File: src/hw/rtl/prc_pkg.sv
`timescale 1ns / 1ps
`default_nettype none
package prc_pkg;

  localparam int COORD_WIDTH = 32;
  localparam int PROD_WIDTH  = 2 * COORD_WIDTH;
  localparam int SUM_WIDTH   = COORD_WIDTH + 4;
  localparam int CNT_WIDTH   = $clog2(PROD_WIDTH + 1);
  localparam int ADDR_WIDTH  = 4;

  typedef logic signed [COORD_WIDTH-1:0] coord_t;

  typedef enum logic [1:0] {
    REG_LEFT   = 2'd0,
    REG_RIGHT  = 2'd1,
    REG_BOTTOM = 2'd2,
    REG_TOP    = 2'd3
  } reg_idx_t;

  typedef enum logic [2:0] {
    ST_IDLE,
    ST_EDGE,
    ST_MUL,
    ST_DSTART,
    ST_DWAIT,
    ST_ADJ,
    ST_OUT
  } state_t;

  // Divider handshake
  typedef struct packed {
    logic start;
  } div_req_t;

  typedef struct packed {
    logic busy;
    logic done;
  } div_sts_t;

  // Saturate a widened sum to the coordinate range
  function automatic coord_t sat_coord(input logic signed [SUM_WIDTH-1:0] v);
    logic signed [SUM_WIDTH-1:0] hi;
    logic signed [SUM_WIDTH-1:0] lo;
    hi = SUM_WIDTH'(signed'({1'b0, {(COORD_WIDTH-1){1'b1}}}));
    lo = -hi - SUM_WIDTH'(1);
    if (v > hi) begin
      sat_coord = hi[COORD_WIDTH-1:0];
    end else if (v < lo) begin
      sat_coord = lo[COORD_WIDTH-1:0];
    end else begin
      sat_coord = v[COORD_WIDTH-1:0];
    end
  endfunction

endpackage
`default_nettype wire

File: src/hw/rtl/prc_if.sv
`timescale 1ns / 1ps
`default_nettype none
interface prc_req_if import prc_pkg::*; ();
  logic   valid;
  logic   ready;
  logic   req_type;
  coord_t x_coord;
  coord_t y_coord;
  modport source (output valid, req_type, x_coord, y_coord, input ready);
  modport sink (input valid, req_type, x_coord, y_coord, output ready);
endinterface

interface prc_rsp_if import prc_pkg::*; ();
  logic   valid;
  logic   ready;
  coord_t x_start;
  coord_t y_start;
  coord_t x_end;
  coord_t y_end;
  logic   rejected;
  modport source (output valid, x_start, y_start, x_end, y_end, rejected, input ready);
  modport sink (input valid, x_start, y_start, x_end, y_end, rejected, output ready);
endinterface
`default_nettype wire

File: src/hw/rtl/prc_div.sv
`timescale 1ns / 1ps
`default_nettype none
module prc_div import prc_pkg::*; (
  input  wire logic                   clk,
  input  wire logic                   rst,
  input  wire div_req_t               req,
  input  wire logic [PROD_WIDTH-1:0]  dividend,
  input  wire logic [COORD_WIDTH-1:0] divisor,
  output div_sts_t                    sts,
  output logic [PROD_WIDTH-1:0]       quotient
);

  logic [COORD_WIDTH:0]   rem;
  logic [PROD_WIDTH-1:0]  dvd;
  logic [COORD_WIDTH-1:0] dsr;
  logic [CNT_WIDTH-1:0]   cnt;
  logic                   busy;
  logic                   done;
  logic [COORD_WIDTH:0]   rem_sh;
  logic                   fits;

  // One quotient bit per cycle, restoring
  assign rem_sh = {rem[COORD_WIDTH-1:0], dvd[PROD_WIDTH-1]};
  assign fits   = rem_sh >= {1'b0, dsr};

  always_ff @(posedge clk) begin
    if (rst) begin
      busy <= 1'b0;
      done <= 1'b0;
      cnt  <= '0;
    end else begin
      done <= 1'b0;
      if (req.start) begin
        busy <= 1'b1;
        cnt  <= CNT_WIDTH'(PROD_WIDTH);
      end else if (busy) begin
        cnt <= cnt - CNT_WIDTH'(1);
        if (cnt == CNT_WIDTH'(1)) begin
          busy <= 1'b0;
          done <= 1'b1;
        end
      end
    end
  end

  always_ff @(posedge clk) begin
    if (req.start) begin
      rem <= '0;
      dvd <= dividend;
      dsr <= divisor;
    end else if (busy) begin
      rem <= fits ? rem_sh - {1'b0, dsr} : rem_sh;
      dvd <= {dvd[PROD_WIDTH-2:0], fits};
    end
  end

  assign quotient = dvd;
  assign sts.busy = busy;
  assign sts.done = done;

endmodule
`default_nettype wire

File: src/hw/rtl/polyline_rect_clipper_top.sv
// Pen-command line clipper. A move beat (req_type 0) sets the pen point and
// gives no result; a line beat to the pen point also gives no result. A line
// beat to a new point is checked against the clip window and, if it is
// trivially rejected, goes straight to the output; else it is walked through
// the edge tests (left, right, bottom, top, each in both directions). Every
// edge that the segment crosses adds a multiply step, a division by one
// shared 64-by-32 divider that yields one quotient bit per cycle, and an
// adjust step. The request side is not ready while an item is at work. Clip
// registers sit on the APB port at byte addresses 0, 4, 8, 12 (left, right,
// bottom, top) and should only be written while idle.
`timescale 1ns / 1ps
`default_nettype none
module polyline_rect_clipper_top import prc_pkg::*; (
  input  wire logic                  clk,
  input  wire logic                  rst,
  input  wire logic                  psel,
  input  wire logic                  penable,
  input  wire logic                  pwrite,
  input  wire logic [ADDR_WIDTH-1:0] paddr,
  input  wire logic [31:0]           pwdata,
  output logic [31:0]                prdata,
  output logic                       pready,
  prc_req_if.sink                    req,
  prc_rsp_if.source                  rsp
);

  coord_t clip_left, clip_right, clip_bottom, clip_top;
  coord_t pen_x, pen_y;
  coord_t x0, y0, x1, y1;
  logic   rej;
  logic [2:0] step;
  state_t state, state_next;

  // interpolation operands
  logic [COORD_WIDTH-1:0] md, mt, mden;
  logic                   neg;
  logic                   zden;
  coord_t                 a0;
  logic [PROD_WIDTH-1:0]  prod;
  div_req_t               dreq;
  div_sts_t               dsts;
  logic [PROD_WIDTH-1:0]  quot;

  reg_idx_t widx;
  assign widx   = reg_idx_t'(paddr[3:2]);
  assign pready = 1'b1;

  // Register writes
  always_ff @(posedge clk) begin
    if (rst) begin
      clip_left   <= '0;
      clip_right  <= {1'b0, {(COORD_WIDTH-1){1'b1}}};
      clip_bottom <= '0;
      clip_top    <= {1'b0, {(COORD_WIDTH-1){1'b1}}};
    end else if (psel && penable && pwrite) begin
      unique case (widx)
        REG_LEFT:   clip_left   <= pwdata;
        REG_RIGHT:  clip_right  <= pwdata;
        REG_BOTTOM: clip_bottom <= pwdata;
        REG_TOP:    clip_top    <= pwdata;
      endcase
    end
  end

  // Register reads
  always_comb begin
    unique case (widx)
      REG_LEFT:   prdata = clip_left;
      REG_RIGHT:  prdata = clip_right;
      REG_BOTTOM: prdata = clip_bottom;
      REG_TOP:    prdata = clip_top;
    endcase
  end

  // Select edge and axis for the current step
  coord_t e, p0, p1, o0, o1;
  logic   hit;
  always_comb begin
    unique case (step[2:1])
      2'd0: e = clip_left;
      2'd1: e = clip_right;
      2'd2: e = clip_bottom;
      2'd3: e = clip_top;
    endcase
    p0 = step[2] ? y0 : x0;
    p1 = step[2] ? y1 : x1;
    o0 = step[2] ? x0 : y0;
    o1 = step[2] ? x1 : y1;
    hit = step[0] ? (p1 <= e && p0 > e) : (p1 >= e && p0 < e);
  end

  logic signed [COORD_WIDTH:0] dd, tt, dn;
  always_comb begin
    dd = {o1[COORD_WIDTH-1], o1} - {o0[COORD_WIDTH-1], o0};
    tt = {e[COORD_WIDTH-1], e} - {p0[COORD_WIDTH-1], p0};
    dn = {p1[COORD_WIDTH-1], p1} - {p0[COORD_WIDTH-1], p0};
  end

  function automatic logic [COORD_WIDTH-1:0] mag_clamp(input logic signed [COORD_WIDTH:0] v);
    logic [COORD_WIDTH:0] m;
    m = v[COORD_WIDTH] ? -v : v;
    mag_clamp = m[COORD_WIDTH] ? {COORD_WIDTH{1'b1}} : m[COORD_WIDTH-1:0];
  endfunction

  // Adjusted coordinate
  localparam logic [PROD_WIDTH-1:0] QMAX = PROD_WIDTH'(1) << 34;
  logic [PROD_WIDTH-1:0]       qc;
  logic signed [SUM_WIDTH-1:0] a0w, qw, sum;
  coord_t                      res;
  always_comb begin
    qc  = zden ? '0 : ((quot > QMAX) ? QMAX : quot);
    a0w = SUM_WIDTH'(a0);
    qw  = signed'(qc[SUM_WIDTH-1:0]);
    sum = neg ? a0w - qw : a0w + qw;
    res = sat_coord(sum);
  end

  logic accept, is_line, same, reject_now, out_free, modify_end1;
  assign accept  = req.valid && req.ready;
  assign is_line = req.req_type;
  assign same    = (req.x_coord == pen_x) && (req.y_coord == pen_y);
  assign reject_now =
    (pen_x < clip_left && req.x_coord < clip_left) ||
    (pen_x > clip_right && req.x_coord > clip_right) ||
    (pen_y < clip_bottom && req.y_coord < clip_bottom) ||
    (pen_y > clip_top && req.y_coord > clip_top);
  assign out_free    = !rsp.valid || rsp.ready;
  assign modify_end1 = step[0] ^ step[1];
  assign req.ready   = (state == ST_IDLE);
  assign dreq.start  = (state == ST_DSTART);

  // State register
  always_ff @(posedge clk) begin
    if (rst) state <= ST_IDLE;
    else     state <= state_next;
  end

  // Next state
  always_comb begin
    state_next = state;
    unique case (state)
      ST_IDLE: begin
        if (accept && is_line && !same) state_next = reject_now ? ST_OUT : ST_EDGE;
      end
      ST_EDGE: begin
        if (hit)               state_next = ST_MUL;
        else if (step == 3'd7) state_next = ST_OUT;
      end
      ST_MUL:    state_next = zden ? ST_ADJ : ST_DSTART;
      ST_DSTART: state_next = ST_DWAIT;
      ST_DWAIT:  if (dsts.done) state_next = ST_ADJ;
      ST_ADJ:    state_next = (step == 3'd7) ? ST_OUT : ST_EDGE;
      ST_OUT:    if (out_free) state_next = ST_IDLE;
      default:   state_next = ST_IDLE;
    endcase
  end

  // Pen and working endpoints
  always_ff @(posedge clk) begin
    if (rst) begin
      pen_x <= '0;
      pen_y <= '0;
      step  <= '0;
    end else begin
      unique case (state)
        ST_IDLE: begin
          if (accept && !(is_line && same)) begin
            pen_x <= req.x_coord;
            pen_y <= req.y_coord;
          end
          step <= '0;
        end
        ST_EDGE: if (!hit) step <= step + 3'd1;
        ST_ADJ:  step <= step + 3'd1;
        default: ;
      endcase
    end
  end

  always_ff @(posedge clk) begin
    unique case (state)
      ST_IDLE: begin
        x1 <= req.x_coord;
        y1 <= req.y_coord;
        x0 <= reject_now ? req.x_coord : pen_x;
        y0 <= reject_now ? req.y_coord : pen_y;
        rej <= reject_now;
      end
      ST_EDGE: begin
        // latch interpolation operands
        md   <= mag_clamp(dd);
        mt   <= mag_clamp(tt);
        mden <= mag_clamp(dn);
        zden <= (dn == '0);
        neg  <= dd[COORD_WIDTH] ^ tt[COORD_WIDTH] ^ dn[COORD_WIDTH];
        a0   <= o0;
      end
      ST_MUL: prod <= PROD_WIDTH'(md) * PROD_WIDTH'(mt);
      ST_ADJ: begin
        // move one endpoint onto the edge
        if (step[2]) begin
          if (modify_end1) begin x1 <= res; y1 <= e; end
          else             begin x0 <= res; y0 <= e; end
        end else begin
          if (modify_end1) begin y1 <= res; x1 <= e; end
          else             begin y0 <= res; x0 <= e; end
        end
      end
      default: ;
    endcase
  end

  prc_div u_div (
    .clk      (clk),
    .rst      (rst),
    .req      (dreq),
    .dividend (prod),
    .divisor  (mden),
    .sts      (dsts),
    .quotient (quot)
  );

  // Output register
  always_ff @(posedge clk) begin
    if (rst) begin
      rsp.valid <= 1'b0;
    end else if (state == ST_OUT && out_free) begin
      rsp.valid <= 1'b1;
    end else if (rsp.ready) begin
      rsp.valid <= 1'b0;
    end
  end

  always_ff @(posedge clk) begin
    if (state == ST_OUT && out_free) begin
      rsp.x_start  <= x0;
      rsp.y_start  <= y0;
      rsp.x_end    <= x1;
      rsp.y_end    <= y1;
      rsp.rejected <= rej;
    end
  end

endmodule
`default_nettype wire

File: src/flat_wrapper.sv
// flat-port wrapper written by rule: the top's interface ports become plain ports
module polyline_rect_clipper_top_flat import prc_pkg::*;
  (clk, rst, psel, penable, pwrite, paddr, pwdata, prdata, pready, req_valid, req_req_type, req_x_coord, req_y_coord, req_ready, rsp_valid, rsp_x_start, rsp_y_start, rsp_x_end, rsp_y_end, rsp_rejected, rsp_ready);
  prc_req_if req_i ();
  prc_rsp_if rsp_i ();
  input  wire logic clk;
  input  wire logic rst;
  input  wire logic psel;
  input  wire logic penable;
  input  wire logic pwrite;
  input  wire logic [ADDR_WIDTH-1:0] paddr;
  input  wire logic [31:0] pwdata;
  output logic [31:0] prdata;
  output logic pready;
  input wire logic [$bits(req_i.valid)-1:0] req_valid;
  input wire logic [$bits(req_i.req_type)-1:0] req_req_type;
  input wire logic [$bits(req_i.x_coord)-1:0] req_x_coord;
  input wire logic [$bits(req_i.y_coord)-1:0] req_y_coord;
  output wire logic [$bits(req_i.ready)-1:0] req_ready;
  output wire logic [$bits(rsp_i.valid)-1:0] rsp_valid;
  output wire logic [$bits(rsp_i.x_start)-1:0] rsp_x_start;
  output wire logic [$bits(rsp_i.y_start)-1:0] rsp_y_start;
  output wire logic [$bits(rsp_i.x_end)-1:0] rsp_x_end;
  output wire logic [$bits(rsp_i.y_end)-1:0] rsp_y_end;
  output wire logic [$bits(rsp_i.rejected)-1:0] rsp_rejected;
  input wire logic [$bits(rsp_i.ready)-1:0] rsp_ready;
  assign req_i.valid = req_valid;
  assign req_i.req_type = req_req_type;
  assign req_i.x_coord = req_x_coord;
  assign req_i.y_coord = req_y_coord;
  assign req_ready = req_i.ready;
  assign rsp_valid = rsp_i.valid;
  assign rsp_x_start = rsp_i.x_start;
  assign rsp_y_start = rsp_i.y_start;
  assign rsp_x_end = rsp_i.x_end;
  assign rsp_y_end = rsp_i.y_end;
  assign rsp_rejected = rsp_i.rejected;
  assign rsp_i.ready = rsp_ready;
  polyline_rect_clipper_top u_core (.clk(clk), .rst(rst), .psel(psel), .penable(penable), .pwrite(pwrite), .paddr(paddr), .pwdata(pwdata), .prdata(prdata), .pready(pready), .req(req_i), .rsp(rsp_i));
endmodule
File: config.mk
export PLATFORM = sky130hd
export DESIGN_NAME = polyline_rect_clipper_top_flat
export DESIGN_NICKNAME = d
export VERILOG_FILES = /design/src/hw/rtl/prc_pkg.sv /design/src/hw/rtl/prc_if.sv /design/src/hw/rtl/prc_div.sv /design/src/hw/rtl/polyline_rect_clipper_top.sv /design/src/flat_wrapper.sv
export SDC_FILE = /design/constraint.sdc
export NUM_CORES = 2
export LEC_CHECK = 0
export ABC_CLOCK_PERIOD_IN_PS = 11350
export BUFFER_PORTS_ARGS = -buffer_cell sky130_fd_sc_hd__buf_2
export CAP_MARGIN = 10
export CORE_MARGIN = 1
export CORE_UTILIZATION = 29
export DETAILED_ROUTE_END_ITERATION = 8
export PLACE_DENSITY = 0.46
export SYNTH_ARGS = -nofsm -noshare
export SYNTH_HDL_FRONTEND = slang
export SYNTH_SLANG_ARGS = --single-unit
File: constraint.sdc
create_clock -name clk -period 11.35 [get_ports clk]
set_input_delay 2.27 -clock clk [delete_from_list [all_inputs] [get_ports clk]]
set_output_delay 2.27 -clock clk [all_outputs]
set_load 0.03 [all_outputs]
==> flow_summary.ini <==
[worst_hold_path]
hold_depth = 0
min-delay-start = u_core.mden[28]$_SDFFCE_PP1P_
holdPathEnd = u_core.u_div.dsr[28]$_DFFE_PP_
hold_path.class = reg2reg

[synth]
synth_fa_ha_area_share_pct = 31.7
synth_top_family_by_area = adder cells
ys_types = 113
syn_nets = 11000
synthArstFlopShare_pct = 0
synth-compound-area-share_pct = 11.9
netlist_instances = 9312
synth_simple_gate_area_share_pct = 16.2
synth_edf_count = 548
avgSynthCellArea_sq_um = 9.16
synth_xor_area_share_pct = 3.22
syn_area_sq_um = 85300
synth_ff_type = edfxtp_1
synthMuxAreaShare_pct = 4.28
ys_ff_latch = 788
seq_area_frac_synth_pct = 24.9
yosysWarningCount = 0

[sta]
hold_viol_final = 0
setup_viol = 0
slew_headroom_pct = 15.1
slew_violations = 0
clock_skew_ps = 78.1
max_freq_mhz = 105
post-route-period-util_pct = 83.7
setup_tns_ps = 0
rsz0062_at_grt = false
worst_pin_slew_ps = 1260
min_period_ps = 9500

[critical_path]
cp.required_ps = 11910
r2r-start = u_core.mt[2]$_SDFFCE_PP1P_
worst_setup_path_start_kind = flop
r2r_slack_ps = 1850
cp_num_buf_inv = 8
path_common_cell = fa_1
cp-end-kind = flop
r2r_cells = 28
crit_slowest_cell = edfxtp_1
crit_family = adder cells
cp_slowest_stage_delay_ps = 840
crit_type = reg2reg
reg2reg_to = u_core.prod[60]$_DFFE_PN_
arrival_ps = 10060
cp_max_fo = 17

[run]
drv_cap = 0

[cts]
numCtsBuffers = 97
cts.sinks = 788
cts_setup_buffers = 0
clk_pin_slew_ps = 60
clk_latency_ps = 770
cts_resized = 0
cts_hold_buf = 0
root_buffer = clkbuf_16
clockBufferDepth = 3
ctsHtreeMaxLevel = 3
cts_tree = yes

[final_layout]
final_common_cell = nand2_1
fin_cells = 13400
nFillCells = 30600
mostFrequentLayoutCells = nand2_1, inv_1, fa_1
drive_gt1_share_pct = 8.29
final_nets = 11100
syn2layout_area_growth_pct = 10.9
postLayoutCellArea_sq_um = 94600

[grt]
grt_max_degree = 77
antenna_found_initial = 25
grt_pass1_vias = 69900
grt_overflow = 0
grt_pass1_wl_microns = 458000
grt.total_usage_pct = 20.7

[routing]
wl_per_cell_microns = 23.1
routed_wl_microns = 309000
drt.antenna.violating_nets = 0
drc = 0
routed-via-count = 68600
drtIter0Drc = 5243
viasPerCell = 5.13
dr.pass1.iters = 6

[floorplan]
ios = 272
start_util_pct = 29.2
die_y_microns = 544
coreArea_sq_um = 292000
floorplan.die_area_sq_um = 296000
die_w_microns = 544
rows = 198

[placed_design]
dpl.hpwl_microns = 249000
globalplace.congestion = 0.952
place_area_sq_um = 91000
placed_cells = 13200
io_buffers = 268

[outcome]
status = finished, final reports clean
-- Yosys cell counts (all sizes together) (20+ instances only) --
| cell | count | area (sq um) |
|---|---|---|
| nand2 | 1626 | 6110 |
| inv | 1287 | 4830 |
| fa | 901 | 18000 |
| ha | 719 | 9000 |
| edfxtp | 548 | 16500 |
| a21oi | 424 | 2140 |
| clkbuf | 421 | 1580 |
| and2 | 353 | 2210 |
| nor2 | 342 | 1280 |
| o21ai | 320 | 1600 |
| dfxtp | 240 | 4800 |
| mux2i | 214 | 2140 |
| xor2 | 176 | 1540 |
| a21o | 164 | 1230 |
| o211ai | 159 | 1190 |
| xnor2 | 138 | 1210 |
| nand3 | 105 | 531 |
| nor3 | 95 | 497 |
| nand4 | 87 | 557 |
| a211oi | 85 | 668 |
| mux2 | 70 | 788 |
| nor2b | 54 | 340 |
| nor4 | 54 | 380 |
| a31oi | 52 | 340 |
| and3 | 52 | 325 |
| nand2b | 50 | 315 |
| o21a | 44 | 330 |
| buf | 35 | 175 |
| o31ai | 34 | 255 |
| mux4 | 32 | 721 |
| or3 | 30 | 188 |
| and4 | 24 | 210 |
| or4 | 22 | 176 |
| a311oi | 21 | 184 |
| o21bai | 21 | 158 |
| or2 | 21 | 131 |
| a211o | 20 | 175 |
-- area by class of cell --
| type | count | area (sq um) | share of cell area (%) |
|---|---|---|---|
| sequential | 788 | 21300 | 22.5 |
| clock inverter | 57 | 787 | 0.832 |
| inverter | 1288 | 4840 | 5.12 |
| antenna | 7 | 17.5 | 0.0185 |
| tap | 3900 | 4880 | 5.16 |
| timing repair buffer | 420 | 2490 | 2.63 |
| multi-input combinational | 6780 | 57600 | 60.9 |
| clock buffer | 125 | 2710 | 2.86 |
-- kinds of logic after synthesis --
logic type / count (synthesis)
simple gates: 2980
flops: 788
other cells: 1
fa+ha+maj: 1620
mux: 316
xor+xnor: 314
buf+inv: 1744
compound gates: 1549
-- layer usage --
layer  wire length, microns  GRT usage [%]
met5                     24              0
met4                  11400           6.99
met3                  16900           2.36
met2                 140000           33.3
met1                 141000           28.7
-- worst register-to-register path: cells and delay by family, from the launching register on --
kind	cells	cell delay [ps]
buf+inv	8	770
compound gates	5	1970
fa+ha+maj	9	4510
simple gates	6	1260
flops	1	840
-- per-stage QoR --
stage / setup WS [ps] / utilization [%] / hold WS (ps)
floorplan: 3480 / - / 400
global placement: 1840 / 31.2 / 405
detailed placement: 1980 / 31.2 / 405
CTS: 1920 / 32.4 / 415
global route: 1440 / 32.4 / 419
finish: 1850 / 32.4 / 412
-- worst max-delay path by stage --
stage,from,endpoint,slack [ps],cells after the start
after floorplan,rsp_ready,u_core.rsp.rejected$_DFFE_PP_,3480,2
after global placement,u_core.md[17]$_SDFFCE_PP1P_,u_core.prod[60]$_DFFE_PN_,1840,27
after detailed placement,u_core.md[17]$_SDFFCE_PP1P_,u_core.prod[60]$_DFFE_PN_,1980,27
after CTS,u_core.md[17]$_SDFFCE_PP1P_,u_core.prod[60]$_DFFE_PN_,1920,27
after global routing,u_core.mt[11]$_SDFFCE_PP1P_,u_core.prod[61]$_DFFE_PN_,1440,27
final,u_core.mt[2]$_SDFFCE_PP1P_,u_core.prod[60]$_DFFE_PN_,1850,28
Power is not shown: default switching activity piles up to over one toggle a cycle in this logic, so the estimate is an artifact.
